<file path="config.mk">
export PLATFORM = sky130hd
export DESIGN_NAME = window_mean_variance_3axis
export DESIGN_NICKNAME = d
export VERILOG_FILES = /design/src/sv/wmv_pkg.sv /design/src/sv/window_mean_variance_3axis.sv
export SDC_FILE = /design/constraint.sdc
export NUM_CORES = 2
export LEC_CHECK = 0
export BUFFER_PORTS_ARGS = -buffer_cell sky130_fd_sc_hd__buf_4
export CORE_UTILIZATION = 45
export CTS_CLUSTER_SIZE = 8
export DETAILED_ROUTE_END_ITERATION = 7
export GPL_TIMING_DRIVEN = 0
export PLACE_DENSITY_LB_ADDON = 0.2
export SYNTH_ARGS = -nofsm -noshare
export SYNTH_HDL_FRONTEND = slang
export SYNTH_SLANG_ARGS = --single-unit
</file>
<file path="constraint.sdc">
create_clock -name clk_i -period 11.9 [get_ports clk_i]
set_input_delay 3.57 -clock clk_i [delete_from_list [all_inputs] [get_ports clk_i]]
set_output_delay 3.57 -clock clk_i [all_outputs]
set_load 0.05 [all_outputs]
</file>
<file path="src/sv/wmv_pkg.sv">
package wmv_pkg;

  localparam int unsigned DEPTH   = 4;
  localparam int unsigned AXES    = 3;
  localparam int unsigned COORD_W = 16;

  localparam int unsigned CNT_W  = $clog2(DEPTH + 1);
  localparam int unsigned SLOT_W = $clog2(DEPTH);
  localparam int unsigned AXIS_W = $clog2(AXES + 1);

  // Window sum, magnitudes and sum of squares
  localparam int unsigned SUM_W = COORD_W + $clog2(DEPTH) + 1;
  localparam int unsigned MAG_W = COORD_W + 1;
  localparam int unsigned SMG_W = SUM_W;
  localparam int unsigned SQ_W  = 2 * (COORD_W - 1) + $clog2(DEPTH) + 1;
  localparam int unsigned MSQ_W = 2 * (COORD_W - 1) + 2;

  localparam int unsigned VAR_W  = 31;
  localparam int unsigned NORM_W = 64;

  // Shared multiplier
  localparam int unsigned MUL_W  = 32;
  localparam int unsigned PROD_W = 2 * MUL_W;

  // floor(x / 3) = (x * RECIP3) >> RECIP3_SHIFT for any x below 2^32
  localparam logic [MUL_W-1:0] RECIP3       = 32'hAAAA_AAAB;
  localparam int unsigned      RECIP3_SHIFT = 33;

  localparam logic [VAR_W-1:0] LIMIT_RESET = VAR_W'(268435);

endpackage

</file>
<file path="src/sv/window_mean_variance_3axis.sv">
// Channel   Direction  Handshake                   Payload
// in        sink       in_valid_i / in_ready_o     pos_x_i, pos_y_i, pos_z_i
// out       source     out_valid_o / out_ready_i   mean_*_o, var_*_o, stable_o, fill_count_o
// cfg       sink       cfg_valid_i / cfg_ready_o   stable_limit_i
//
// Every square, reciprocal division and norm term goes through the one shared
// 32 x 32 multiplier, so the steps of an item run one after another; the fill
// count n, the number of samples in the window, runs from 1 to 4.
// rst_ni clears the window count, write slot and output valid, and loads the limit
// with its reset value. The input side is not ready while an item is in work; a
// result waiting on out_ready_i holds only the final copy step, so the next item
// may be accepted once that result has been moved into the output register.
module window_mean_variance_3axis
  import wmv_pkg::*;
(
  input  logic                      clk_i,
  input  logic                      rst_ni,

  input  logic                      in_valid_i,
  output logic                      in_ready_o,
  input  logic signed [COORD_W-1:0] pos_x_i,
  input  logic signed [COORD_W-1:0] pos_y_i,
  input  logic signed [COORD_W-1:0] pos_z_i,

  output logic                      out_valid_o,
  input  logic                      out_ready_i,
  output logic signed [COORD_W-1:0] mean_x_o,
  output logic signed [COORD_W-1:0] mean_y_o,
  output logic signed [COORD_W-1:0] mean_z_o,
  output logic        [VAR_W-1:0]   var_x_o,
  output logic        [VAR_W-1:0]   var_y_o,
  output logic        [VAR_W-1:0]   var_z_o,
  output logic                      stable_o,
  output logic        [CNT_W-1:0]   fill_count_o,

  input  logic                      cfg_valid_i,
  output logic                      cfg_ready_o,
  input  logic        [VAR_W-1:0]   stable_limit_i
);

  typedef enum logic [2:0] {
    S_IDLE,   // wait for an item, store it in the window
    S_ACC,    // walk the window: sum samples, square and sum magnitudes
    S_DIVSQ,  // start sum of squares / 3
    S_DIVM,   // settle mean of squares, start |sum| / 3
    S_MSQ,    // settle mean, square it
    S_VAR,    // variance for this axis
    S_NORM,   // square and add the variances, then square the limit
    S_CMP     // compare and hand over to the output register
  } state_e;

  state_e state_q;

  // Window store and fill bookkeeping
  logic signed [COORD_W-1:0] win_q [DEPTH][AXES];
  logic [CNT_W-1:0]          held_q;
  logic [SLOT_W-1:0]         slot_q;
  logic [VAR_W-1:0]          limit_q;

  // Working registers
  logic [CNT_W-1:0]          idx_q;
  logic [AXIS_W-1:0]         axis_q;
  logic [AXIS_W-1:0]         nidx_q;
  logic signed [SUM_W-1:0]   sum_q;
  logic [SQ_W-1:0]           sumsq_q;
  logic [MSQ_W-1:0]          msq_q;
  logic                      pv_q;
  logic [PROD_W-1:0]         prod_q;
  logic [NORM_W-1:0]         norm_q;
  logic signed [COORD_W-1:0] mean_q [AXES];
  logic [VAR_W-1:0]          var_q  [AXES];

  // Output register
  logic                      out_valid_q;
  logic signed [COORD_W-1:0] out_mean_q [AXES];
  logic [VAR_W-1:0]          out_var_q  [AXES];
  logic                      out_stable_q;
  logic [CNT_W-1:0]          out_fill_q;

  // Combinational helpers
  logic signed [COORD_W-1:0] sample;
  logic [MAG_W-1:0]          sample_mag;
  logic [SMG_W-1:0]          sum_mag;
  logic [1:0]                div_sh;
  logic                      div3;
  logic [MAG_W-1:0]          mean_mag;
  logic [MAG_W-1:0]          mean_signed;
  logic [MSQ_W-1:0]          mean_sq;
  logic [MSQ_W-1:0]          var_diff;
  logic [VAR_W-1:0]          var_d;
  logic [MUL_W-1:0]          mul_a;
  logic [MUL_W-1:0]          mul_b;
  logic [PROD_W-1:0]         prod_d;
  logic                      out_load;

  assign sample     = win_q[idx_q[SLOT_W-1:0]][axis_q];
  assign sample_mag = sample[COORD_W-1] ? MAG_W'(-$signed({sample[COORD_W-1], sample}))
                                        : MAG_W'({sample[COORD_W-1], sample});
  assign sum_mag    = sum_q[SUM_W-1] ? SMG_W'(-sum_q) : SMG_W'(sum_q);

  // Divide by the fill count: a shift for one, two and four, the reciprocal for three
  assign div3 = (held_q == CNT_W'(3));
  always_comb begin
    case (held_q)
      CNT_W'(1): div_sh = 2'd0;
      CNT_W'(2): div_sh = 2'd1;
      default:   div_sh = 2'd2;
    endcase
  end

  assign mean_mag    = div3 ? prod_q[RECIP3_SHIFT +: MAG_W] : MAG_W'(sum_mag >> div_sh);
  assign mean_signed = sum_q[SUM_W-1] ? MAG_W'(-mean_mag) : mean_mag;
  assign mean_sq     = prod_q[MSQ_W-1:0];
  assign var_diff    = msq_q - mean_sq;

  // Clamp below at zero, saturate above
  always_comb begin
    if (msq_q <= mean_sq) begin
      var_d = '0;
    end else if (var_diff[MSQ_W-1]) begin
      var_d = '1;
    end else begin
      var_d = var_diff[VAR_W-1:0];
    end
  end

  // Operand select for the shared multiplier
  always_comb begin
    case (state_q)
      S_ACC: begin
        mul_a = MUL_W'(sample_mag);
        mul_b = MUL_W'(sample_mag);
      end
      S_DIVSQ: begin
        mul_a = sumsq_q[MUL_W-1:0];
        mul_b = RECIP3;
      end
      S_DIVM: begin
        mul_a = MUL_W'(sum_mag);
        mul_b = RECIP3;
      end
      S_MSQ: begin
        mul_a = MUL_W'(mean_mag);
        mul_b = MUL_W'(mean_mag);
      end
      S_NORM: begin
        if (nidx_q == AXIS_W'(AXES)) begin
          mul_a = MUL_W'(limit_q);
          mul_b = MUL_W'(limit_q);
        end else begin
          mul_a = MUL_W'(var_q[nidx_q]);
          mul_b = MUL_W'(var_q[nidx_q]);
        end
      end
      S_CMP: begin
        // Keep the limit squared in the product register while the result waits
        mul_a = MUL_W'(limit_q);
        mul_b = MUL_W'(limit_q);
      end
      default: begin
        mul_a = '0;
        mul_b = '0;
      end
    endcase
  end

  assign prod_d = mul_a * mul_b;

  assign in_ready_o  = (state_q == S_IDLE);
  assign cfg_ready_o = 1'b1;

  // Final copy step: the output register is free or is emptied in this cycle
  assign out_load = (state_q == S_CMP) && (!out_valid_q || out_ready_i);

  always_ff @(posedge clk_i or negedge rst_ni) begin
    if (!rst_ni) begin
      state_q     <= S_IDLE;
      held_q      <= '0;
      slot_q      <= '0;
      limit_q     <= LIMIT_RESET;
      out_valid_q <= 1'b0;
      pv_q        <= 1'b0;
    end else begin
      prod_q <= prod_d;

      if (cfg_valid_i) begin
        limit_q <= stable_limit_i;
      end

      // Load a new result, or drop the old one once taken
      if (out_load) begin
        out_valid_q <= 1'b1;
      end else if (out_valid_q && out_ready_i) begin
        out_valid_q <= 1'b0;
      end

      case (state_q)
        S_IDLE: begin
          if (in_valid_i) begin
            win_q[slot_q][0] <= pos_x_i;
            win_q[slot_q][1] <= pos_y_i;
            win_q[slot_q][2] <= pos_z_i;
            slot_q  <= (slot_q == SLOT_W'(DEPTH - 1)) ? '0 : slot_q + 1'b1;
            if (held_q != CNT_W'(DEPTH)) begin
              held_q <= held_q + 1'b1;
            end
            idx_q   <= '0;
            axis_q  <= '0;
            sum_q   <= '0;
            sumsq_q <= '0;
            pv_q    <= 1'b0;
            state_q <= S_ACC;
          end
        end

        S_ACC: begin
          // Add the square issued last cycle while the next one is formed
          if (pv_q) begin
            sumsq_q <= sumsq_q + prod_q[SQ_W-1:0];
          end
          if (idx_q != held_q) begin
            sum_q <= sum_q + SUM_W'(sample);
            pv_q  <= 1'b1;
            idx_q <= idx_q + 1'b1;
          end else begin
            pv_q    <= 1'b0;
            state_q <= S_DIVSQ;
          end
        end

        S_DIVSQ: begin
          state_q <= S_DIVM;
        end

        S_DIVM: begin
          msq_q   <= div3 ? MSQ_W'(prod_q[PROD_W-1:RECIP3_SHIFT]) : MSQ_W'(sumsq_q >> div_sh);
          state_q <= S_MSQ;
        end

        S_MSQ: begin
          mean_q[axis_q] <= mean_signed[COORD_W-1:0];
          state_q        <= S_VAR;
        end

        S_VAR: begin
          var_q[axis_q] <= var_d;
          if (axis_q == AXIS_W'(AXES - 1)) begin
            nidx_q  <= '0;
            norm_q  <= '0;
            pv_q    <= 1'b0;
            state_q <= S_NORM;
          end else begin
            axis_q  <= axis_q + 1'b1;
            idx_q   <= '0;
            sum_q   <= '0;
            sumsq_q <= '0;
            pv_q    <= 1'b0;
            state_q <= S_ACC;
          end
        end

        S_NORM: begin
          if (pv_q) begin
            norm_q <= norm_q + prod_q;
          end
          if (nidx_q != AXIS_W'(AXES)) begin
            pv_q   <= 1'b1;
            nidx_q <= nidx_q + 1'b1;
          end else begin
            // Limit squared is issued in this cycle
            pv_q    <= 1'b0;
            state_q <= S_CMP;
          end
        end

        S_CMP: begin
          // Hold here while the previous result is still waiting
          if (out_load) begin
            for (int a = 0; a < AXES; a++) begin
              out_mean_q[a] <= mean_q[a];
              out_var_q[a]  <= var_q[a];
            end
            out_stable_q <= (norm_q <= prod_q);
            out_fill_q   <= held_q;
            state_q      <= S_IDLE;
          end
        end

        default: begin
          state_q <= S_IDLE;
        end
      endcase
    end
  end

  assign out_valid_o  = out_valid_q;
  assign mean_x_o     = out_mean_q[0];
  assign mean_y_o     = out_mean_q[1];
  assign mean_z_o     = out_mean_q[2];
  assign var_x_o      = out_var_q[0];
  assign var_y_o      = out_var_q[1];
  assign var_z_o      = out_var_q[2];
  assign stable_o     = out_stable_q;
  assign fill_count_o = out_fill_q;

  // The window count never runs past the depth
  assert property (@(posedge clk_i) disable iff (!rst_ni) held_q <= CNT_W'(DEPTH))
    else $error("window count beyond depth");

  // A result always covers at least one and at most DEPTH samples
  assert property (@(posedge clk_i) disable iff (!rst_ni)
    out_valid_o |-> (fill_count_o != '0) && (fill_count_o <= CNT_W'(DEPTH)))
    else $error("fill count out of range");

  // An accepted item keeps the input side busy in the next cycle
  assert property (@(posedge clk_i) disable iff (!rst_ni)
    (in_valid_i && in_ready_o) |=> !in_ready_o)
    else $error("input accepted while an item is in work");

  // A new result is never loaded over one that has not been taken
  assert property (@(posedge clk_i) disable iff (!rst_ni)
    (out_valid_o && !out_ready_i) |=> out_valid_o && $stable(var_x_o) && $stable(mean_x_o))
    else $error("waiting result overwritten");

endmodule

</file>
======== Yosys cells after proc, flatten, opt, wreduce, memory -nomap -nowiden ========
Memory sizes are Yosys's and may differ from the RTL's. A register that Yosys moved wholly into a read port is not among the register bits.
Index checks and enable logic that the tools add are counted.
word-level totals
  bits in registers ....................... 264
  memory bits (writable) .................. 474
  input bits .............................. 84
  output and inout port bits .............. 148
  logic and storage cells ................. 153
  memories ................................ 5
memories
  memory      words  width  read ports  clocked after memory_dff  write ports  RTL line                          source
  win_q       4      48     1           1                         1            window_mean_variance_3axis.sv:55  logic signed [COORD_W-1:0] win_q [DEPTH][AXES];
  out_var_q   3      31     3           0                         3            window_mean_variance_3axis.sv:76  logic [VAR_W-1:0] out_var_q [AXES];
  var_q       3      31     4           1                         1            window_mean_variance_3axis.sv:71  logic [VAR_W-1:0] var_q [AXES];
  mean_q      3      16     3           0                         1            window_mean_variance_3axis.sv:70  logic signed [COORD_W-1:0] mean_q [AXES];
  out_mean_q  3      16     3           0                         3            window_mean_variance_3axis.sv:75  logic signed [COORD_W-1:0] out_mean_q [AXES];
cells by class
  add/sub/neg operators ................... 12
  multipliers ............................. 1
  order comparisons ....................... 3
  eq/ne operators ......................... 26
  shift-type cells ........................ 2
  muxes and demuxes ....................... 60
  bitwise operators ....................... 1
  reductions and logical operators ........ 26
operators with widths
  cell                                            number
  32-bit one-hot mux with 6 select lines          1
  32-bit one-hot mux with 5 select lines          1
  64-bit 2-to-1 mux                               2
  64-bit one-hot mux with 2 select lines          1
  31-bit 2-to-1 mux                               4
  33-bit 2-to-1 mux                               3
  33-bit one-hot mux with 3 select lines          1
  19-bit 2-to-1 mux                               4
  64-bit adder                                    1
  64-bit <= comparator                            1
  32-bit by 32-bit multiplier with 64-bit output  1
  19-bit one-hot mux with 3 select lines          1
  16-bit 2-to-1 mux                               3
  17-bit 2-to-1 mux                               2
  33-bit adder                                    1
  33-bit by 2-bit right shift with 32-bit output  1
  16-bit binary-select mux with 2-bit select      1
  32-bit <= comparator                            1
  32-bit subtractor                               1
  3-bit 2-to-1 mux                                8
  3-bit one-hot mux with 8 select lines           1
  2-bit != test (second input constant)           11
  19-bit by 16-bit adder with 19-bit output       1
  19-bit negation                                 1
  other kinds (30)                                78

======== Logic depth before layout (Yosys ltp) ========
  word-level depth ........................ 8
  gate-level depth with buffers ........... 47
  depth with buffers taken out ............ 42

======== Worst setup path before layout ========
Ideal clock, no wire load.
  kind .................................... input -> register
  from .................................... input rst_ni
  to ...................................... memory out_mean_q[0][0] (enable)
  setup time .............................. 0.814 ns
  arrival time ............................ 13.267 ns
  required time ........................... 11.086 ns
  slack ................................... -2.181 ns
  stages on the path ...................... 2
  buffers on the path ..................... 0
  cells stage by stage .................... nand2_1 nor3_1
RTL lines
  item         RTL line                          source
  from (decl)  window_mean_variance_3axis.sv:17  input logic rst_ni,
  to (decl)    window_mean_variance_3axis.sv:75

======== Final worst setup path ========
  from .................................... register state_q[0]
  to ...................................... register prod_q[62], data pin
on the way
  cells in the longest elaborated chain, start to end .. 4
  elaborated cells between the ends (all ways) .. 10
  those cells by class .................... 1 x mul; 6 x eq/ne; 2 x mux; 1 x reduce/logical
RTL lines
  item                                                RTL line                           source
  from (decl)                                         window_mean_variance_3axis.sv:52   state_e state_q;
  from (signal assigned)                              window_mean_variance_3axis.sv:177  state_q <= S_IDLE;
  from (signal assigned)                              window_mean_variance_3axis.sv:212  state_q <= S_ACC;
  from (signal assigned)                              window_mean_variance_3axis.sv:227  state_q <= S_DIVSQ;
  3-bit by 2-bit == test with 1-bit output            window_mean_variance_3axis.sv:129  case (state_q)
  2-bit OR reduction (no source line)                 --
  32-bit one-hot mux with 5 select lines              window_mean_variance_3axis.sv:129
  32-bit by 32-bit multiplier with 64-bit output (*)  window_mean_variance_3axis.sv:167  assign prod_d = mul_a * mul_b;
  named net prod_d[62]                                window_mean_variance_3axis.sv:93   logic [PROD_W-1:0] prod_d;
  to (signal assigned)                                window_mean_variance_3axis.sv:184  prod_q <= prod_d;
  to (decl)                                           window_mean_variance_3axis.sv:68   logic [PROD_W-1:0] prod_q;
The timed path passes the listed nets; every way through them passes the cells marked *.
A chain may end at the register's enable or synchronous reset.

==> results.sh <==
export IMPL_status="finished clean"
export IMPL_dp_slack_ns=-2.28
export IMPL_yosysSeqAreaShare_pct=32.0
export IMPL_cts_buffer_depth=3
export IMPL_clock_latency_ns=0.73
export IMPL_core_area_mm2=0.158
export IMPL_max_cap_violations=0
export IMPL_finClkSkew_ns=0.0911
export IMPL_port_buffers=230
export IMPL_die_h_um=401
export IMPL_synth_warnings=0
export IMPL_r2r_start="state_q[0]$_DFFE_PN0P_"
export IMPL_syn_area_per_cell_um2=10.5
export IMPL_yosysTopAreaCell="edfxtp_1"
export IMPL_wirelength_um=278000
export IMPL_wl_per_cell_um=29.5
export IMPL_fin_crit_sh_pct=98.9
export IMPL_syn_cell_area_mm2=0.0718
export IMPL_path_max_fanout=10
export IMPL_synthToLayoutAreaGrowth_pct=13.5
export IMPL_synth_enable_flop_cells=728
export IMPL_placed_cell_area_mm2=0.0769
export IMPL_yosysMostFrequentCell="inv_1"
export IMPL_cts_tree="done"
export IMPL_yosysUniqueCellTypes=109
export IMPL_cts_inserted_buffers=107
export IMPL_hpwl_um=224000
export IMPL_synth_top_area_share_pct=30.5
export IMPL_drc_errors=0
export IMPL_slowest_stage="a211oi_4"
export IMPL_async_flop_share_pct=5.30
export IMPL_die_area_mm2=0.161
export IMPL_max_freq_mhz=85.0
export IMPL_whs_ns=0.381
export IMPL_root_buffer="clkbuf_16"
export IMPL_post_synth_inst_count=6845
export IMPL_num_vias=54500
export IMPL_finalNetCount=8749
export IMPL_grt_overflow=0
export IMPL_track_usage_pct=34.5
export IMPL_crit_type="reg -> reg"
export IMPL_grt_first_pass_wirelength_um=395000
export IMPL_timing_final_ws_setup_ns=0.130
export IMPL_start_util_pct=45.3
export IMPL_fin_crit_ns=11.77
export IMPL_synthFlopType="edfxtp_1"
export IMPL_setup_violations=0
export IMPL_crit_start="state_q[0]$_DFFE_PN0P_"
export IMPL_hold_depth=0
export IMPL_critPathMaxStageDelay_ns=0.63
export IMPL_post_route_cell_area_mm2=0.0815
export IMPL_yosys_top_cells_count="inv_1 (1207), fa_1 (900), edfxtp_1 (728)"
export IMPL_place_gp_congestion=1.03
export IMPL_grt_max_degree=64
export IMPL_tightest_slew_ns=1.48
export IMPL_htree_levels=3
export IMPL_path_clk_slew_ns=0.05
export IMPL_cts_sinks=773
export IMPL_rows=146
export IMPL_required_ns=12.32
export IMPL_end_kind="register"
export IMPL_maxSlewHeadroom_pct=1.22
export IMPL_drive_gt1_share_pct=12.0
export IMPL_hp_class="reg -> reg"
export IMPL_die_w_um=401
export IMPL_crit_path_frequent_cell="fa_1"
export IMPL_postLayoutCoreUtil_pct=51.4
export IMPL_first_global_vias=54300
export IMPL_io_pins=232
export IMPL_slew_violations=0
export IMPL_reg2reg_depth=33
export IMPL_drt_iter0_drc=5611
export IMPL_ys_seq_elements=773
export IMPL_hp_start="mean_q[0][15]$_DFFE_PP_"
export IMPL_routed_via_density=5.79
export IMPL_hold_viol=0
export IMPL_drtAntennaViolNets=0
export IMPL_drt_pass1_iterations=6
export IMPL_antenna_found_initial=14
export IMPL_crit_path_start_kind="register"
export IMPL_crit_arrival_ns=12.19
export IMPL_synth_area_top_cells="edfxtp_1 (30%), fa_1 (25%), ha_1 (8.5%), inv_1 (6.3%), nor2_1 (3.8%)"
[layout make-up]
type	count	area [um2]
clock inverter	9	221
tap	2072	2590
fill	14500	76900
buffer	296	1560
sequential	773	23000
timing repair buffer	317	2860
clock buffer	159	2880
antenna	5	12.5
inverter	1225	4620
multi-input combinational	4555	43800
[state kept, by name (all words and copies together), names as in the netlist, 2 cells and up, named ones only]
name,count
msq_q,32
norm_q,64
win_q,192
limit_q,31
prod_q,64
state_q,3
out_var_q,93
nidx_q,2
idx_q,3
sum_q,19
held_q,3
sumsq_q,33
out_mean_q,48
axis_q,2
fill_count_o,3
slot_q,2
mean_q,48
var_q,124
[path summary, 6_finish.rpt]
kind | to | slack (ns)
max in group asynchronous | limit_q[10]$_DFFE_PN0P_ | 8.66
setup reg to reg | prod_q[62]$_DFFE_PP_ | 0.13
setup / recovery | prod_q[62]$_DFFE_PP_ | 0.13
hold reg to reg | out_mean_q[0][15]$_DFFE_PP_ | 0.38
hold / removal | out_mean_q[0][15]$_DFFE_PP_ | 0.38
min in group asynchronous | slot_q[0]$_DFFE_PN0P_ | 2.80
[critical path, delay by kind of cell, from the launching register on]
family	cells	cell delay (ns)
adders and majority gates	9	4.30
buffers and inverters	9	2.86
AOI/OAI and AO/OA	10	2.81
and+or+nand+nor	4	1.06
DFF	1	0.32
xor gates and xnor gates	1	0.12
[layout by cell type, fill, tap and decap left out, types with 38 or more instances in the layout]
master	netlist	routed
mux2i_1	46	44
mux4_2	73	73
buf_4	6	297
xor2_1	83	78
a21o_1	76	76
edfxtp_1	728	728
clkbuf_1	221	198
a21oi_1	285	271
ha_1	490	486
inv_1	1207	1205
nor2_1	720	697
nand2_1	716	710
clkbuf_16	0	107
clkbuf_2	0	49
nor2b_1	40	40
nor3_1	54	48
o21bai_1	53	52
fa_1	900	899
xnor2_1	147	147
nand3_1	50	49
o21ai_0	136	134
nand4_1	38	38
nand2b_1	57	54
mux2_2	38	38
[per-layer routing]
layer / routed length [um] / share of wire (%) / global-route usage (%) / vias up
met2: 116000 / 42 / 49.0 / 2548
met3: 26500 / 9.6 / 7.17 / 462
met4: 12300 / 4.4 / 12.8 / 8
met5: 64 / 0.023 / 0 / -
met1: 122000 / 44 / 51.7 / 28200
li1: - / - / - / 23200
[repair_timing]
item,in CTS,in global routing
gates cloned,0,0
buffers inserted,46,10
hold endpoints to repair,0,0
hold buffers,0,0
pin swaps,25,11
endpoints found under the setup margin,43,22
gates resized for setup,205,105
[metrics by stage]
stage	std cells	setup TNS (ns)
finish	9411	0
global route	9407	-0.0103
CTS	9400	0
detailed placement	9192	-52.87
global placement	9161	-459.21
floorplan	6859	0
[cells by family after synthesis]
logic type | count (synthesis) | synth area share [%]
other | 2 | 0.0105
XOR/XNOR | 232 | 2.85
multiplexers | 157 | 3.53
adder cells (fa/ha/maj) | 1390 | 33.6
AND/OR/NAND/NOR | 1843 | 11.1
flip-flops | 773 | 32.0
buffers and inverters | 1531 | 8.25
AO/OA/AOI/OAI | 917 | 8.63
Power is left out: the tool's default activity adds up to more than one toggle a clock period on the data nets, which glitch-free logic cannot reach.
